**src/lsb_stego_extractor_top_assert.svh**
```systemverilog
// Assertion macros used by the extractor's top level.
`ifndef LSB_STEGO_EXTRACTOR_TOP_ASSERT_SVH
`define LSB_STEGO_EXTRACTOR_TOP_ASSERT_SVH

// Same-cycle implication, checked on every rising clock edge outside reset.
`define LSBX_ASSERT_NOW(label, ante, cons) \
   label: assert property (@(posedge clock) disable iff (reset) (ante) |-> (cons)) \
      else $error("lsbx assertion failed");

// Next-cycle implication, checked on every rising clock edge outside reset.
`define LSBX_ASSERT_NEXT(label, ante, cons) \
   label: assert property (@(posedge clock) disable iff (reset) (ante) |=> (cons)) \
      else $error("lsbx assertion failed");

`endif

```
**src/lsbx_pkg.sv**
```systemverilog
// Package with types, constants and codes of the LSB hidden-data extractor.
`timescale 1ns / 1ps

package lsbx_pkg;

   // Fixed decoding constants.
   localparam int LSBX_MAGIC_MAX_BYTES = 8;
   localparam int LSBX_EXT_BYTES       = 4;
   localparam int LSBX_BYTE_BITS       = 8;
   localparam int LSBX_WORD_BITS       = 32;
   localparam int LSBX_QUEUE_DEPTH     = 4;

   // Register reset values.
   localparam logic [7:0]  LSBX_HEADER_LENGTH_RST = 8'd54;
   localparam logic [3:0]  LSBX_MAGIC_LENGTH_RST  = 4'd2;
   localparam logic [63:0] LSBX_MAGIC_BYTES_RST   = 64'h0000_0000_0000_2A23;

   // Register indexes of the configuration port.
   typedef enum logic [1:0] {
      CSR_HEADER_LENGTH = 2'd0,
      CSR_MAGIC_LENGTH  = 2'd1,
      CSR_MAGIC_BYTES   = 2'd2
   } csr_index_type;

   // Decoding phases of one image.
   typedef enum logic [2:0] {
      PH_HEADER  = 3'd0,
      PH_MAGIC   = 3'd1,
      PH_EXT_LEN = 3'd2,
      PH_EXT     = 3'd3,
      PH_SEC_LEN = 3'd4,
      PH_SEC     = 3'd5,
      PH_IDLE    = 3'd6
   } phase_type;

   // Result kinds.
   typedef enum logic [2:0] {
      KIND_EXT_LEN  = 3'd0,
      KIND_EXT      = 3'd1,
      KIND_SEC_LEN  = 3'd2,
      KIND_SEC      = 3'd3,
      KIND_MISMATCH = 3'd4
   } kind_type;

   // One decoded result as it travels through the queue.
   typedef struct packed {
      kind_type    kind;
      logic [31:0] value;
      logic        final_flag;
   } result_type;

   // Queue status seen by the front and back parts.
   typedef struct packed {
      logic full;
      logic empty;
   } queue_status_type;

endpackage

```
**src/lsbx_if.sv**
```systemverilog
// Channel interfaces for the image byte input and the result output.
`timescale 1ns / 1ps

interface lsbx_req_if;
   logic       valid;
   logic       ready;
   logic [7:0] carrier_byte;
   logic       image_start;

   modport source (output valid, carrier_byte, image_start, input ready);
   modport sink (input valid, carrier_byte, image_start, output ready);
endinterface

interface lsbx_rsp_if;
   logic        valid;
   logic        ready;
   logic [2:0]  result_kind;
   logic [31:0] result_value;
   logic        final_result;

   modport source (output valid, result_kind, result_value, final_result, input ready);
   modport sink (input valid, result_kind, result_value, final_result, output ready);
endinterface

```
**src/lsbx_front.sv**
```systemverilog
// Front part: configuration registers, byte acceptance and bit decoding.
`timescale 1ns / 1ps

module lsbx_front (
   input  logic                   clock,
   input  logic                   reset,
   input  logic                   csr_we,
   input  logic [1:0]             csr_index,
   input  logic [63:0]            csr_wdata,
   lsbx_req_if.sink               req_bus,
   input  lsbx_pkg::queue_status_type q_status,
   output logic                   push,
   output lsbx_pkg::result_type   push_data
);

   logic [7:0]  hlen_ff;
   logic [3:0]  mlen_ff;
   logic [63:0] magic_ff;

   lsbx_pkg::phase_type phase_ff, phase_in;
   logic [7:0]  hc_ff, hc_in;
   logic [4:0]  bc_ff, bc_in;
   logic [31:0] sh_ff, sh_in;
   logic [3:0]  fi_ff, fi_in;
   logic [31:0] br_ff, br_in;

   lsbx_pkg::phase_type cur_ph, wph;
   logic [7:0]  cur_hc;
   logic [4:0]  cur_bc;
   logic [31:0] cur_sh;
   logic [3:0]  cur_fi, wfi, fi_p1, mcount;
   logic [31:0] cur_br, br_m1, sh_shift;
   logic [5:0]  bc_p1, need;
   logic [7:0]  magic_sel;
   logic        fire, hdr_skip, gathering, gdone, mismatch, sec_len_last;

   // The front stalls only when the queue has no room left.
   assign req_bus.ready = !q_status.full;
   assign fire = req_bus.valid && req_bus.ready;

   // Configuration registers; writes take effect at once.
   always_ff @(posedge clock) begin
      if (reset) begin
         hlen_ff  <= lsbx_pkg::LSBX_HEADER_LENGTH_RST;
         mlen_ff  <= lsbx_pkg::LSBX_MAGIC_LENGTH_RST;
         magic_ff <= lsbx_pkg::LSBX_MAGIC_BYTES_RST;
      end else if (csr_we) begin
         case (csr_index)
            lsbx_pkg::CSR_HEADER_LENGTH: begin
               hlen_ff <= csr_wdata[7:0];
            end
            lsbx_pkg::CSR_MAGIC_LENGTH: begin
               mlen_ff <= csr_wdata[3:0];
            end
            lsbx_pkg::CSR_MAGIC_BYTES: begin
               magic_ff <= csr_wdata;
            end
            default: begin
            end
         endcase
      end
   end

   // A magic length above the supported maximum is clamped.
   assign mcount = (mlen_ff > 4'(lsbx_pkg::LSBX_MAGIC_MAX_BYTES)) ?
                   4'(lsbx_pkg::LSBX_MAGIC_MAX_BYTES) : mlen_ff;

   // Working values: an image start clears the decoding state first, and the
   // byte that ends the header skip already falls into the next phase.
   always_comb begin
      if (req_bus.image_start) begin
         cur_ph = lsbx_pkg::PH_HEADER;
         cur_hc = '0;
         cur_bc = '0;
         cur_sh = '0;
         cur_fi = '0;
         cur_br = '0;
      end else begin
         cur_ph = phase_ff;
         cur_hc = hc_ff;
         cur_bc = bc_ff;
         cur_sh = sh_ff;
         cur_fi = fi_ff;
         cur_br = br_ff;
      end
      hdr_skip = (cur_ph == lsbx_pkg::PH_HEADER) && (cur_hc < hlen_ff);
      if (cur_ph == lsbx_pkg::PH_HEADER) begin
         wph = (mcount != '0) ? lsbx_pkg::PH_MAGIC : lsbx_pkg::PH_EXT_LEN;
         wfi = '0;
      end else begin
         wph = cur_ph;
         wfi = cur_fi;
      end
      gathering = !hdr_skip && (wph != lsbx_pkg::PH_IDLE) &&
                  (wph != lsbx_pkg::PH_HEADER);
      need = ((wph == lsbx_pkg::PH_EXT_LEN) || (wph == lsbx_pkg::PH_SEC_LEN)) ?
             6'(lsbx_pkg::LSBX_WORD_BITS) : 6'(lsbx_pkg::LSBX_BYTE_BITS);
      sh_shift     = {cur_sh[30:0], req_bus.carrier_byte[0]};
      bc_p1        = {1'b0, cur_bc} + 6'd1;
      gdone        = bc_p1 >= need;
      magic_sel    = magic_ff[wfi[2:0] * 8 +: 8];
      mismatch     = sh_shift[7:0] != magic_sel;
      fi_p1        = wfi + 4'd1;
      br_m1        = cur_br - 32'd1;
      sec_len_last = (sh_shift == '0) || sh_shift[31];
   end

   // Next state of the decoder.
   always_comb begin
      phase_in = cur_ph;
      hc_in    = cur_hc;
      bc_in    = cur_bc;
      sh_in    = cur_sh;
      fi_in    = cur_fi;
      br_in    = cur_br;
      if (hdr_skip) begin
         hc_in = cur_hc + 8'd1;
      end else if (gathering) begin
         phase_in = wph;
         fi_in    = wfi;
         sh_in    = sh_shift;
         bc_in    = gdone ? 5'd0 : bc_p1[4:0];
         if (gdone) begin
            case (wph)
               lsbx_pkg::PH_MAGIC: begin
                  if (mismatch) begin
                     phase_in = lsbx_pkg::PH_IDLE;
                  end else if (fi_p1 >= mcount) begin
                     fi_in    = '0;
                     phase_in = lsbx_pkg::PH_EXT_LEN;
                  end else begin
                     fi_in = fi_p1;
                  end
               end
               lsbx_pkg::PH_EXT_LEN: begin
                  fi_in    = '0;
                  phase_in = lsbx_pkg::PH_EXT;
               end
               lsbx_pkg::PH_EXT: begin
                  if (fi_p1 >= 4'(lsbx_pkg::LSBX_EXT_BYTES)) begin
                     fi_in    = '0;
                     phase_in = lsbx_pkg::PH_SEC_LEN;
                  end else begin
                     fi_in = fi_p1;
                  end
               end
               lsbx_pkg::PH_SEC_LEN: begin
                  if (sec_len_last) begin
                     phase_in = lsbx_pkg::PH_IDLE;
                  end else begin
                     br_in    = sh_shift;
                     phase_in = lsbx_pkg::PH_SEC;
                  end
               end
               lsbx_pkg::PH_SEC: begin
                  br_in = br_m1;
                  if (br_m1 == '0) begin
                     phase_in = lsbx_pkg::PH_IDLE;
                  end
               end
               default: begin
               end
            endcase
         end
      end
   end

   // Result produced by the accepted beat, if any.
   always_comb begin
      push                 = 1'b0;
      push_data.kind       = lsbx_pkg::KIND_EXT_LEN;
      push_data.value      = sh_shift;
      push_data.final_flag = 1'b0;
      if (fire && gathering && gdone) begin
         case (wph)
            lsbx_pkg::PH_MAGIC: begin
               push                 = mismatch;
               push_data.kind       = lsbx_pkg::KIND_MISMATCH;
               push_data.value      = '0;
               push_data.final_flag = 1'b1;
            end
            lsbx_pkg::PH_EXT_LEN: begin
               push = 1'b1;
            end
            lsbx_pkg::PH_EXT: begin
               push            = 1'b1;
               push_data.kind  = lsbx_pkg::KIND_EXT;
               push_data.value = {24'd0, sh_shift[7:0]};
            end
            lsbx_pkg::PH_SEC_LEN: begin
               push                 = 1'b1;
               push_data.kind       = lsbx_pkg::KIND_SEC_LEN;
               push_data.final_flag = sec_len_last;
            end
            lsbx_pkg::PH_SEC: begin
               push                 = 1'b1;
               push_data.kind       = lsbx_pkg::KIND_SEC;
               push_data.value      = {24'd0, sh_shift[7:0]};
               push_data.final_flag = br_m1 == '0;
            end
            default: begin
            end
         endcase
      end
   end

   // Decoder state registers, updated on each accepted beat.
   always_ff @(posedge clock) begin
      if (reset) begin
         phase_ff <= lsbx_pkg::PH_HEADER;
         hc_ff    <= '0;
         bc_ff    <= '0;
         sh_ff    <= '0;
         fi_ff    <= '0;
         br_ff    <= '0;
      end else if (fire) begin
         phase_ff <= phase_in;
         hc_ff    <= hc_in;
         bc_ff    <= bc_in;
         sh_ff    <= sh_in;
         fi_ff    <= fi_in;
         br_ff    <= br_in;
      end
   end

endmodule

```
**src/lsbx_queue.sv**
```systemverilog
// Short result queue between the decoder and the output stage.
`timescale 1ns / 1ps

module lsbx_queue #(
   parameter int DEPTH = lsbx_pkg::LSBX_QUEUE_DEPTH
) (
   input  logic                       clock,
   input  logic                       reset,
   input  logic                       push,
   input  lsbx_pkg::result_type       push_data,
   input  logic                       pop,
   output lsbx_pkg::result_type       pop_data,
   output lsbx_pkg::queue_status_type q_status
);

   localparam int PTR_W = (DEPTH > 1) ? $clog2(DEPTH) : 1;
   localparam int CNT_W = $clog2(DEPTH + 1);

   lsbx_pkg::result_type store_ff [DEPTH];
   logic [PTR_W-1:0] wr_ff, wr_in, rd_ff, rd_in;
   logic [CNT_W-1:0] cnt_ff, cnt_in;

   assign q_status.full  = cnt_ff == CNT_W'(DEPTH);
   assign q_status.empty = cnt_ff == '0;
   assign pop_data       = store_ff[rd_ff];

   // Pointer wrap and occupancy update.
   always_comb begin
      wr_in  = wr_ff;
      rd_in  = rd_ff;
      cnt_in = cnt_ff;
      if (push) begin
         wr_in = (wr_ff == PTR_W'(DEPTH - 1)) ? '0 : wr_ff + PTR_W'(1);
      end
      if (pop) begin
         rd_in = (rd_ff == PTR_W'(DEPTH - 1)) ? '0 : rd_ff + PTR_W'(1);
      end
      if (push && !pop) begin
         cnt_in = cnt_ff + CNT_W'(1);
      end else if (pop && !push) begin
         cnt_in = cnt_ff - CNT_W'(1);
      end
   end

   always_ff @(posedge clock) begin
      if (reset) begin
         wr_ff  <= '0;
         rd_ff  <= '0;
         cnt_ff <= '0;
      end else begin
         wr_ff  <= wr_in;
         rd_ff  <= rd_in;
         cnt_ff <= cnt_in;
      end
   end

   // Entry storage.
   always_ff @(posedge clock) begin
      if (push) begin
         store_ff[wr_ff] <= push_data;
      end
   end

endmodule

```
**src/lsbx_back.sv**
```systemverilog
// Back part: output register that presents results on the result channel.
`timescale 1ns / 1ps

module lsbx_back (
   input  logic                       clock,
   input  logic                       reset,
   input  lsbx_pkg::queue_status_type q_status,
   input  lsbx_pkg::result_type       pop_data,
   output logic                       pop,
   lsbx_rsp_if.source                 rsp_bus
);

   logic                 valid_ff, valid_in;
   lsbx_pkg::result_type data_ff;

   // Take the next queued result whenever the register is free or drains.
   always_comb begin
      pop = (!valid_ff || rsp_bus.ready) && !q_status.empty;
      if (pop) begin
         valid_in = 1'b1;
      end else if (rsp_bus.ready) begin
         valid_in = 1'b0;
      end else begin
         valid_in = valid_ff;
      end
   end

   always_ff @(posedge clock) begin
      if (reset) begin
         valid_ff <= 1'b0;
      end else begin
         valid_ff <= valid_in;
      end
   end

   always_ff @(posedge clock) begin
      if (pop) begin
         data_ff <= pop_data;
      end
   end

   assign rsp_bus.valid        = valid_ff;
   assign rsp_bus.result_kind  = data_ff.kind;
   assign rsp_bus.result_value = data_ff.value;
   assign rsp_bus.final_result = data_ff.final_flag;

endmodule

```
**src/lsb_stego_extractor_top.sv**
```systemverilog
// Top level of the LSB hidden-data extractor.
`timescale 1ns / 1ps

// Extracts data hidden in bit 0 of image file bytes. One byte beat is accepted
// per clock cycle; the decoder computes each beat combinationally, so the
// sustained rate is one byte per cycle as long as the result side keeps up.
// A result that a byte completes passes first into the result queue and then
// into the output register, which drives rsp_bus. The queue
// (QUEUE_DEPTH entries) lets bytes keep flowing while a result waits to be
// taken; req_bus.ready drops only when the queue is full. Registers are written
// through csr_we/csr_index/csr_wdata and apply at once; write them while no
// bytes are in flight. Reset is synchronous and active high.

`include "lsb_stego_extractor_top_assert.svh"

module lsb_stego_extractor_top #(
   parameter int QUEUE_DEPTH = lsbx_pkg::LSBX_QUEUE_DEPTH
) (
   input  logic        clock,
   input  logic        reset,
   input  logic        csr_we,
   input  logic [1:0]  csr_index,
   input  logic [63:0] csr_wdata,
   lsbx_req_if.sink    req_bus,
   lsbx_rsp_if.source  rsp_bus
);

   logic                       q_push, q_pop;
   lsbx_pkg::result_type       q_push_data, q_pop_data;
   lsbx_pkg::queue_status_type q_status;
   logic                       rsp_mismatch, rsp_mismatch_ok;

   lsbx_front u_front (
      .clock     (clock),
      .reset     (reset),
      .csr_we    (csr_we),
      .csr_index (csr_index),
      .csr_wdata (csr_wdata),
      .req_bus   (req_bus),
      .q_status  (q_status),
      .push      (q_push),
      .push_data (q_push_data)
   );

   lsbx_queue #(
      .DEPTH (QUEUE_DEPTH)
   ) u_queue (
      .clock     (clock),
      .reset     (reset),
      .push      (q_push),
      .push_data (q_push_data),
      .pop       (q_pop),
      .pop_data  (q_pop_data),
      .q_status  (q_status)
   );

   lsbx_back u_back (
      .clock    (clock),
      .reset    (reset),
      .q_status (q_status),
      .pop_data (q_pop_data),
      .pop      (q_pop),
      .rsp_bus  (rsp_bus)
   );

   // Terms for the mismatch check on the result channel.
   assign rsp_mismatch    = rsp_bus.valid && (rsp_bus.result_kind == lsbx_pkg::KIND_MISMATCH);
   assign rsp_mismatch_ok = rsp_bus.final_result && (rsp_bus.result_value == '0);

   // The queue can only fill up through a push in the cycle before.
   `LSBX_ASSERT_NOW(a_full_after_push, $rose(q_status.full), $past(q_push))

   // A magic mismatch ends the image and carries a zero value.
   `LSBX_ASSERT_NOW(a_mismatch_final, rsp_mismatch, rsp_mismatch_ok)

   // A pushed result reaches the queue, so it is not empty the next cycle.
   `LSBX_ASSERT_NEXT(a_push_lands, q_push, !q_status.empty)

endmodule

```
**src/flat_wrapper.sv**
```systemverilog
// flat-port wrapper written by rule: the top's interface ports become plain ports
module lsb_stego_extractor_top_flat 
#(
   parameter int QUEUE_DEPTH = lsbx_pkg::LSBX_QUEUE_DEPTH
)
  (clock, reset, csr_we, csr_index, csr_wdata, req_bus_valid, req_bus_carrier_byte, req_bus_image_start, req_bus_ready, rsp_bus_valid, rsp_bus_result_kind, rsp_bus_result_value, rsp_bus_final_result, rsp_bus_ready);
  lsbx_req_if req_bus_i ();
  lsbx_rsp_if rsp_bus_i ();
  input  logic clock;
  input  logic reset;
  input  logic csr_we;
  input  logic [1:0] csr_index;
  input  logic [63:0] csr_wdata;
  input wire logic [$bits(req_bus_i.valid)-1:0] req_bus_valid;
  input wire logic [$bits(req_bus_i.carrier_byte)-1:0] req_bus_carrier_byte;
  input wire logic [$bits(req_bus_i.image_start)-1:0] req_bus_image_start;
  output wire logic [$bits(req_bus_i.ready)-1:0] req_bus_ready;
  output wire logic [$bits(rsp_bus_i.valid)-1:0] rsp_bus_valid;
  output wire logic [$bits(rsp_bus_i.result_kind)-1:0] rsp_bus_result_kind;
  output wire logic [$bits(rsp_bus_i.result_value)-1:0] rsp_bus_result_value;
  output wire logic [$bits(rsp_bus_i.final_result)-1:0] rsp_bus_final_result;
  input wire logic [$bits(rsp_bus_i.ready)-1:0] rsp_bus_ready;
  assign req_bus_i.valid = req_bus_valid;
  assign req_bus_i.carrier_byte = req_bus_carrier_byte;
  assign req_bus_i.image_start = req_bus_image_start;
  assign req_bus_ready = req_bus_i.ready;
  assign rsp_bus_valid = rsp_bus_i.valid;
  assign rsp_bus_result_kind = rsp_bus_i.result_kind;
  assign rsp_bus_result_value = rsp_bus_i.result_value;
  assign rsp_bus_final_result = rsp_bus_i.final_result;
  assign rsp_bus_i.ready = rsp_bus_ready;
  lsb_stego_extractor_top #(.QUEUE_DEPTH(QUEUE_DEPTH)) u_core (.clock(clock), .reset(reset), .csr_we(csr_we), .csr_index(csr_index), .csr_wdata(csr_wdata), .req_bus(req_bus_i), .rsp_bus(rsp_bus_i));
endmodule
```
**config.mk**
```make
export PLATFORM = sky130hd
export DESIGN_NAME = lsb_stego_extractor_top_flat
export DESIGN_NICKNAME = d
export VERILOG_FILES = /design/src/lsbx_pkg.sv /design/src/lsbx_if.sv /design/src/lsbx_front.sv /design/src/lsbx_queue.sv /design/src/lsbx_back.sv /design/src/lsb_stego_extractor_top.sv /design/src/flat_wrapper.sv
export VERILOG_INCLUDE_DIRS = /design/src /design/src/src
export SDC_FILE = /design/constraint.sdc
export NUM_CORES = 1
export LEC_CHECK = 0
export ABC_AREA = 0
export BUFFER_PORTS_ARGS = -buffer_cell sky130_fd_sc_hd__buf_2
export CORE_ASPECT_RATIO = 0.9
export CORE_MARGIN = 5
export CORE_UTILIZATION = 55
export DETAILED_ROUTE_END_ITERATION = 7
export GPL_ROUTABILITY_DRIVEN = 1
export PLACE_DENSITY = 0.74
export SYNTH_ARGS = -nofsm -noshare
export SYNTH_HDL_FRONTEND = slang
export SYNTH_SLANG_ARGS = --single-unit
```
**constraint.sdc**
```tcl
create_clock -name clock -period 7 [get_ports clock]
set_input_delay 1.4 -clock clock [delete_from_list [all_inputs] [get_ports clock]]
set_output_delay 1.4 -clock clock [all_outputs]
set_load 0.05 [all_outputs]
```
==> flow_summary.yaml, run 1 <==
run_status:
  outcome: "completed"
run:
  maxCapViolCount: 0
min_path:
  min_path_type: "register to register"
clock_tree:
  cts-buffers-inserted: 37
  cts.sinks: 347
  cts_setup_buffers: 0
  cts_resized: 0
  ctsHoldBuffers: 0
  clockBufferDepth: 3
  cts-root-buf: "clkbuf_16"
  tritoncts: "yes"
  clk_pin_slew_ns: 0.06
  clk_latency_ns: 0.54
  htree_levels: 2
global_routing:
  gr-total-overflow: 0
  grt_pass1_vias: 12000
  grt_max_degree: 87
  antenna_found_initial: 0
  track_usage: 0.244
  grt_first_pass_wirelength_um: 66100
synthesis:
  yosys.cell_types.count: 81
  netlist_instances: 1598
  synth-edff-count: 180
  synth_area_per_cell_um2: 10.3
  synth_flop_cell: "edfxtp_1"
  synth_warnings: 0
  synth_nets: 1704
  syn-cell-area_mm2: 0.0165
  ys_seq_area_frac: 0.530
  ys_ff_latch: 347
  async_flop_share: 0
die:
  start_util: 0.554
  die_height_um: 174
  core_mm2: 0.0298
  io_pins: 118
  rows: 60
  fp.dieW_um: 193
  die_area_mm2: 0.0336
timing:
  tightest_slew_ns: 1.09
  hold_viol_final: 0
  clock_skew_ns: 0.0187
  rsz0062_at_grt: "no"
  drv_slew: 0
  period_needed_ns: 5.16
  min_period_over_period: 0.737
  tns_ns: 0
  max_freq_mhz: 194
  setup_viol: 0
  slew_headroom: 0.272
critical_path:
  cp.required_ns: 7.45
  critPathKind: "input pin to register"
  rrSetupSlack_ns: 2.29
  r2r_cells: 18
  crit_start: "req_bus_image_start"
  worstSetupEndpoint: "u_core.u_queue.cnt_ff[2]$_SDFFE_PP0P_"
  worstSetupEndpointType: "register"
  arrival_ns: 5.61
  r2r-end: "u_core.u_queue.cnt_ff[2]$_SDFFE_PP0P_"
  r2r-start: "u_core.u_front.phase_ff[1]$_SDFFE_PP0P_"
  critPathMaxFanout: 26
  start_kind: "input pin"
pwr:
  power_density_mw_per_mm2: 293
  ir_drop_mv: 0.285
  p_leak_nw: 6.68
finish:
  area_growth_pct: 12.9
  layout.nets: 1760
  layout_common_cells: "211 x nand2_1, 180 x edfxtp_1, 165 x dfxtp_1, 140 x a21oi_1, 127 x nor2_1"
  antenna_cells: 0
  final_common_cell: "nand2_1"
  final_core_util: 0.626
  layout-drive-gt1-share: 0.159
routing:
  drtIter0Drc: 1286
  routed_wl_um: 41600
  dr.pass1.iters: 7
  vias_per_cell: 6.12
  drc: 0
  antenna_left: 0
  vias: 12800
  avgRoutedWirePerCell_um: 19.9
placed_design:
  port_buffers: 110
  gp_congestion: 0.936
  hpwl_um: 26400
## per-stage QoR
| step | power (W) | cells | worst slack [ns] | cell area (um2) | hold slack [ns] |
|---|---|---|---|---|---|
| floorplan | 0.00314 | 1598 | 0.910 | 16500 | 0.432 |
| global placement | 0.00339 | 2018 | 1.41 | 17300 | 0.439 |
| detailed placement | 0.00341 | 2018 | 1.38 | 17300 | 0.443 |
| CTS | 0.00551 | 2086 | 1.94 | 18600 | 0.452 |
| global route | 0.00568 | 2086 | 1.59 | 18600 | 0.475 |
| finish | 0.00546 | 2086 | 1.84 | 18600 | 0.451 |
## cell families (layout without fill, tap and decap cells)
group	after synthesis	after routing	share of synthesized area
AND/OR/NAND/NOR	572	572	0.167
buffers and inverters	150	235	0.0373
AO/OA/AOI/OAI	386	386	0.149
XOR/XNOR	30	30	0.0159
multiplexers	86	86	0.0798
adder cells (fa/ha/maj)	27	27	0.0208
flip-flops	347	347	0.530
## report_power, final
| part | leakage [nW] | internal, W | switching (W) |
|---|---|---|---|
| sequential | 3.08 | 0.00231 | 0.0000648 |
| combinational | 2.96 | 0.000274 | 0.000710 |
| clock | 0.642 | 0.00129 | 0.000820 |
| total | 6.68 | 0.00387 | 0.00160 |
## critical path: stages
cell,delay (ns)
buf_2,0.22
inv_1,0.70
nand3_2,0.50
o31a_1,0.42
a221oi_1,0.39
a2111oi_4,0.12
nand4_4,0.17
o211a_1,0.33
ha_1,0.24
inv_1,0.07
fa_1,0.42
xor2_1,0.16
or3_1,0.31
a21oi_1,0.14
## how the worst min path moves through the flow
stage | start | to | slack, ns | depth (start not counted)
floorplan | u_core.u_front.magic_ff[32]$_SDFFE_PP0P_ | u_core.u_front.magic_ff[32]$_SDFFE_PP0P_ | 0.43 | 2
global placement | u_core.u_front.magic_ff[61]$_SDFFE_PP0P_ | u_core.u_front.magic_ff[61]$_SDFFE_PP0P_ | 0.44 | 2
detailed placement | u_core.u_front.magic_ff[37]$_SDFFE_PP0P_ | u_core.u_front.magic_ff[37]$_SDFFE_PP0P_ | 0.44 | 2
CTS | u_core.u_front.magic_ff[37]$_SDFFE_PP0P_ | u_core.u_front.magic_ff[37]$_SDFFE_PP0P_ | 0.45 | 2
global route | u_core.u_front.magic_ff[62]$_SDFFE_PP0P_ | u_core.u_front.magic_ff[62]$_SDFFE_PP0P_ | 0.48 | 2
finish | u_core.u_front.magic_ff[33]$_SDFFE_PP0P_ | u_core.u_front.magic_ff[33]$_SDFFE_PP0P_ | 0.45 | 2
## sequential cells by signal, indices dropped and copies added, names as in the netlist, 5 cells and up
signal,count
u_core.u_front.sh_ff,31
u_core.u_front.magic_ff,64
u_core.u_back.rsp_bus.result_value,32
u_core.u_front.hc_ff,8
u_core.u_front.hlen_ff,8
u_core.u_front.bc_ff,5
u_core.u_front.br_ff,32
u_core.u_queue.store_ff,144
## synth_stat cells (all sizes together), types with 13 or more instances
| cell type | instances | area, um2 |
|---|---|---|
| a22oi | 35 | 263 |
| xnor2 | 21 | 184 |
| a211oi | 22 | 170 |
| clkbuf | 82 | 308 |
| inv | 28 | 105 |
| nand2 | 211 | 792 |
| nor4 | 26 | 184 |
| o211ai | 22 | 165 |
| nand3 | 30 | 155 |
| edfxtp | 180 | 5410 |
| mux4 | 36 | 811 |
| and2 | 40 | 250 |
| mux2i | 44 | 440 |
| nor2 | 128 | 483 |
| dfxtp | 167 | 3340 |
| a21oi | 141 | 706 |
| buf | 40 | 203 |
| nor2b | 34 | 213 |
| o22ai | 13 | 81.3 |
| o21ai | 68 | 340 |
| nand4 | 16 | 115 |
| nor3 | 42 | 215 |
| ha | 25 | 313 |
## routing by layer
layer	GRT usage	vias up	wire, um
met3	0.0357	61	2890
met5	0	-	0
met2	0.383	465	19600
li1	-	5994	-
met4	0.0576	0	832
met1	0.359	6252	18300
## layout make-up
class	instances	area [um2]
clock buffers	49	1040
clock inverters	19	285
fillers	2363	11200
inverters	28	105
multi-input cells	1101	7180
flip-flops and latches	347	8750
well taps	403	504
repair buffers	139	771
Note: power is estimated with default switching activity, not from simulation.
==> inputs of run 2 (changes only) <==
Settings changed: ABC_AREA 0 to 1.
Clock period 7 ns to 5.2 ns, I/O delays scaled along.
==> run 2 against run 1 <==
Synthesized cell count up 29%. Critical path type unchanged. Hold slack improved by 0.0027 ns. Sequential share of layout area down 1.2 points. Non-clock buffer count is 2 lower. Core utilization decreased by 0.34 points. Wire length shrank 0.81%. Via count grew 11%. Die area is 3.2% higher. Total power rose by 55%. Combinational power rose by 150%. Area after synthesis up 3.3%.
==> flow_summary.yaml, run 2 <==
timing:
  slew_headroom: 0.238
  hold_viol_final: 0
  tightest_slew_ns: 1.14
  max_freq_mhz: 220
  drv_slew: 0
  min_period_over_period: 0.875
  period_needed_ns: 4.55
  setup_viol: 0
  rsz0062_at_grt: "no"
  tns_ns: 0
  clock_skew_ns: 0.0312
routing:
  vias_per_cell: 5.56
  vias: 14200
  drc: 0
  avgRoutedWirePerCell_um: 16.1
  routed_wl_um: 41300
  antenna_left: 0
  dr.pass1.iters: 5
  drtIter0Drc: 1353
clock_tree:
  cts_setup_buffers: 0
  cts-buffers-inserted: 37
  htree_levels: 2
  clockBufferDepth: 3
  clk_pin_slew_ns: 0.06
  cts.sinks: 347
  ctsHoldBuffers: 0
  tritoncts: "yes"
  clk_latency_ns: 0.55
  cts_resized: 0
  cts-root-buf: "clkbuf_16"
synthesis:
  yosys.area.top_type_share: 0.317
  netlist_instances: 2059
  syn-cell-area_mm2: 0.0171
  synth.largest_area_cell: "edfxtp_1"
  ys_seq_area_frac: 0.512
  synth_area_leaders: "edfxtp_1 32%, dfxtp_1 20%, nand2_1 8.6%, a21oi_1 5.6%, o21ai_0 4.9%"
  synth_most_common_cell: "nand2_1"
  synth_flop_cell: "edfxtp_1"
  synth_nets: 2165
  synth-edff-count: 180
  synth_area_per_cell_um2: 8.29
  synth_warnings: 0
  synth_commonest_cells: "391 x nand2_1, 205 x inv_1, 204 x nor2_1"
  yosys.cell_types.count: 42
  async_flop_share: 0
  ys_ff_latch: 347
run:
  maxCapViolCount: 0
finish:
  area_growth_pct: 12.1
  antenna_cells: 0
  final_common_cell: "nand2_1"
  stdcell_count: 2556
  seq_area_mm2: 0.00875
  fill_cells: 2576
  layout-drive-gt1-share: 0.121
  layout_common_cells: "390 x nand2_1, 205 x inv_1, 200 x nor2_1, 192 x a21oi_1, 180 x edfxtp_1"
  top_register: "u_core.u_queue.store_ff"
  multi_input_area_mm2: 0.00701
  reg_top3: "u_core.u_queue.store_ff x144, u_core.u_front.magic_ff x64"
  largest_reg_flops: 144
  layout.nets: 2224
placed_design:
  hpwl_um: 26800
  port_buffers: 110
  placedCellCount: 2488
  gp_congestion: 0.921
die:
  start_util: 0.555
  core_mm2: 0.0308
  die_height_um: 177
  rows: 61
  die_area_mm2: 0.0347
  io_pins: 118
  fp.dieW_um: 196
pwr:
  power_density_mw_per_mm2: 443
  p_leak_nw: 7.82
  ir_drop_mv: 0.300
global_routing:
  grt_pass1_vias: 13200
  track_usage: 0.233
  grt_first_pass_wirelength_um: 67400
  gr-total-overflow: 0
  grt_max_degree: 91
  antenna_found_initial: 0
critical_path:
  cpPeakStageDelay_ns: 0.44
  path_common_cell: "nand2_1"
  cp.required_ns: 5.62
  critPathKind: "input pin to register"
  critPathMaxFanout: 9
  start_kind: "input pin"
  slowest_stage: "fa_1"
  worstSetupEndpointType: "register"
  arrival_ns: 4.97
run_status:
  outcome: "completed"
min_path:
  min_path_type: "register to register"
[run 2: cell types whose count changed after synthesis, moves of 34 or more]
cell and delta:
nor2_1 +77, o21ai_0 +102, nand2_1 +180, a22oi_1 -35, inv_1 +177, nor2b_1 -34
nand3_1 +99, a21oi_1 +51, and2_1 -40, mux4_2 -36, mux2i_1 -44
[run 2: cell families (layout without fill, tap and decap cells)]
kind of cell               count (synthesis)  count (layout)  share of synthesized area
xor gates and xnor gates                  31              31                     0.0159
AOI/OAI and AO/OA                        504             504                      0.166
and+or+nand+nor                          815             815                      0.206
DFF                                      347             347                      0.512
adders and majority gates                 26              26                     0.0195
buffers and inverters                    336             424                     0.0802
[run 2: critical path: cells and delay by family]
kind | cells | cell delay [ns]
fa+ha+maj | 3 | 0.73
buf+inv | 8 | 0.80
simple gates | 14 | 1.89
compound gates | 4 | 0.47
[run 2: area by class of cell]
cell class,count,share of cell area
Clock buffer,52,0.0550
Sequential cell,347,0.457
Inverter,219,0.0433
Timing Repair Buffer,137,0.0394
Clock inverter,16,0.0122
Multi-Input combinational cell,1376,0.366
Tap cell,409,0.0267
[run 2: path summary, 6_finish.rpt]
path                                                   to  slack [ns]  depth (start not counted)                               startpoint
setup / recovery    u_core.u_queue.cnt_ff[2]$_SDFFE_PP0P_        0.65                         29                      req_bus_image_start
hold / removal    u_core.u_front.magic_ff[7]$_SDFFE_PP0P_        0.45                          2  u_core.u_front.magic_ff[7]$_SDFFE_PP0P_
setup reg to reg    u_core.u_queue.cnt_ff[2]$_SDFFE_PP0P_        1.04                         27  u_core.u_front.phase_ff[1]$_SDFFE_PP0P_
hold reg to reg   u_core.u_front.magic_ff[7]$_SDFFE_PP0P_        0.45                          2  u_core.u_front.magic_ff[7]$_SDFFE_PP0P_
[run 2: power breakdown]
part	internal [W]	switching, W	total, W	leakage [nW]
clock network	0.00163	0.00108	0.00271	0.612
logic	0.000627	0.00181	0.00243	4.09
registers	0.00324	0.0000854	0.00333	3.12
total	0.00550	0.00297	0.00848	7.82
[run 2: routing by layer]
| metal | part of all wire | track usage |
|---|---|---|
| met3 | 0.063 | 0.0360 |
| met2 | 0.46 | 0.382 |
| met4 | 0.018 | 0.0492 |
| met5 | 0 | 0 |
| met1 | 0.46 | 0.333 |
[run 2: stage by stage]
stage | utilization | setup WS (ns) | power, W | hold WS, ns | area (um2)
2_1_floorplan | - | 0.0417 | 0.00525 | 0.430 | 17100
3_3_place_gp | 0.580 | 0.212 | 0.00576 | 0.444 | 17900
3_5_place_dp | 0.580 | 0.144 | 0.00582 | 0.448 | 17900
4_1_cts | 0.622 | 0.697 | 0.00852 | 0.456 | 19100
5_1_grt | 0.622 | 0.402 | 0.00891 | 0.468 | 19100
6_report | 0.622 | 0.648 | 0.00848 | 0.454 | 19100
==> inputs of run 3 (changes only) <==
Settings changed: CORE_MARGIN 5 to default.
==> run 3 against run 2 <==
Clock power shrank 3%. Register-to-register slack gained 0.16 ns. Core utilization grew 0.90 points. Largest power group unchanged.
==> flow_summary.yaml, run 3 (synthesis results as in run 2) <==
run_status:
  outcome: "completed"
critical_path:
  cpPeakStageDelay_ns: 0.43
  slowest_stage: "fa_1"
  cp.required_ns: 5.61
  path_common_cell: "nand2_1"
  critPathKind: "input pin to register"
  arrival_ns: 4.77
  worstSetupEndpointType: "register"
  critPathMaxFanout: 6
  start_kind: "input pin"
routing:
  avgRoutedWirePerCell_um: 16.2
  vias_per_cell: 5.69
  drc: 0
  dr.pass1.iters: 5
  wl_met2_um: 18800
  drtIter0Drc: 1477
  routed.top_layer: "met4"
  vias: 14500
  antenna_left: 0
  routed_wl_um: 41300
  wl_met3_um: 2800
  wl_met1_um: 18600
global_routing:
  gr-total-overflow: 0
  antenna_found_initial: 0
  track_usage: 0.263
  grt_pass1_vias: 13600
  grt_max_degree: 91
  grt_first_pass_wirelength_um: 67900
finish:
  final_common_cell: "nand2_1"
  area_growth_pct: 11.6
  stdcell_count: 2546
  layout-drive-gt1-share: 0.122
  antenna_cells: 0
  layout_common_cells: "390 x nand2_1, 205 x inv_1, 200 x nor2_1, 192 x a21oi_1, 180 x edfxtp_1"
  layout.nets: 2222
  reg_top3: "u_core.u_queue.store_ff x144, u_core.u_front.magic_ff x64"
  largest_reg_flops: 144
  fill_cells: 2596
  top_register: "u_core.u_queue.store_ff"
placed_design:
  hpwl_um: 26400
  gp_congestion: 0.902
  placedCellCount: 2481
  port_buffers: 110
die:
  rows: 60
  start_util: 0.566
  fp.dieW_um: 188
  core_mm2: 0.0302
  die_area_mm2: 0.0318
  io_pins: 118
  die_height_um: 169
timing:
  max_freq_mhz: 230
  tightest_slew_ns: 1.15
  drv_slew: 0
  hold_viol_final: 0
  period_needed_ns: 4.36
  tns_ns: 0
  slew_headroom: 0.230
  min_period_over_period: 0.838
  clock_skew_ns: 0.0119
  rsz0062_at_grt: "no"
  setup_viol: 0
clock_tree:
  tritoncts: "yes"
  cts_setup_buffers: 0
  cts-buffers-inserted: 36
  cts.sinks: 347
  cts-root-buf: "clkbuf_16"
  htree_levels: 2
  clockBufferDepth: 3
  cts_resized: 0
  clk_latency_ns: 0.53
  ctsHoldBuffers: 0
  clk_pin_slew_ns: 0.06
pwr:
  ir_drop_mv: 0.359
  p_leak_nw: 7.81
  power_density_mw_per_mm2: 440
min_path:
  min_path_type: "register to register"
run:
  maxCapViolCount: 0
run 3: changes by cell type in the layout (fill, tap and decap cells not counted), sizes merged:
cell / previous run / this run
clkbuf: 52 / 45
clkinv: 10 / 15
clkinvlp: 3 / 0
inv: 218 / 220
buf: 137 / 136
run 3: metal layers:
layer  up-vias  track usage
li1       7112            -
met1      6782        0.364
met2       515        0.424
met3        84       0.0385
met4         0       0.0877
met5         -            0
run 3: area by class of cell:
class                           count  area, um2  share of cell area
Clock buffer                       45        985              0.0517
Clock inverter                     20        228              0.0120
Inverter                          219        830              0.0435
Multi-Input combinational cell   1376       7010               0.368
Sequential cell                   347       8750               0.459
Tap cell                          403        504              0.0265
Timing Repair Buffer              136        746              0.0391
run 3: final timing paths:
path / startpoint / to / slack, ns / cells after the start
max: req_bus_image_start / u_core.u_queue.cnt_ff[2]$_SDFFE_PP0P_ / 0.84 / 29
min: u_core.u_front.magic_ff[35]$_SDFFE_PP0P_ / u_core.u_front.magic_ff[35]$_SDFFE_PP0P_ / 0.46 / 2
max reg2reg: u_core.u_front.phase_ff[2]$_SDFFE_PP0P_ / u_core.u_queue.cnt_ff[2]$_SDFFE_PP0P_ / 1.20 / 27
min reg2reg: u_core.u_front.magic_ff[35]$_SDFFE_PP0P_ / u_core.u_front.magic_ff[35]$_SDFFE_PP0P_ / 0.46 / 2
run 3: power by group:
part	total [W]	leakage (nW)	switching (W)	internal (W)
Clock	0.00263	0.608	0.00108	0.00156
Sequential	0.00333	3.12	0.0000843	0.00324
Combinational	0.00243	4.09	0.00181	0.000623
Total	0.00839	7.81	0.00297	0.00542
run 3: per-stage QoR:
| stage | setup WS [ns] | util | instance area (um2) | hold slack [ns] | total power (W) |
|---|---|---|---|---|---|
| 2_1_floorplan | 0.0417 | - | 17100 | 0.430 | 0.00525 |
| 3_3_place_gp | 0.350 | 0.591 | 17800 | 0.444 | 0.00575 |
| 3_5_place_dp | 0.365 | 0.591 | 17800 | 0.447 | 0.00580 |
| 4_1_cts | 0.903 | 0.631 | 19000 | 0.458 | 0.00842 |
| 5_1_grt | 0.532 | 0.631 | 19000 | 0.480 | 0.00880 |
| 6_report | 0.844 | 0.631 | 19000 | 0.456 | 0.00839 |
run 3: worst max-delay path: cells and delay by family:
family / cells / cell delay (ns)
buf+inv: 8 / 0.76
fa+ha+maj: 3 / 0.72
simple gates: 14 / 1.77
compound gates: 4 / 0.46
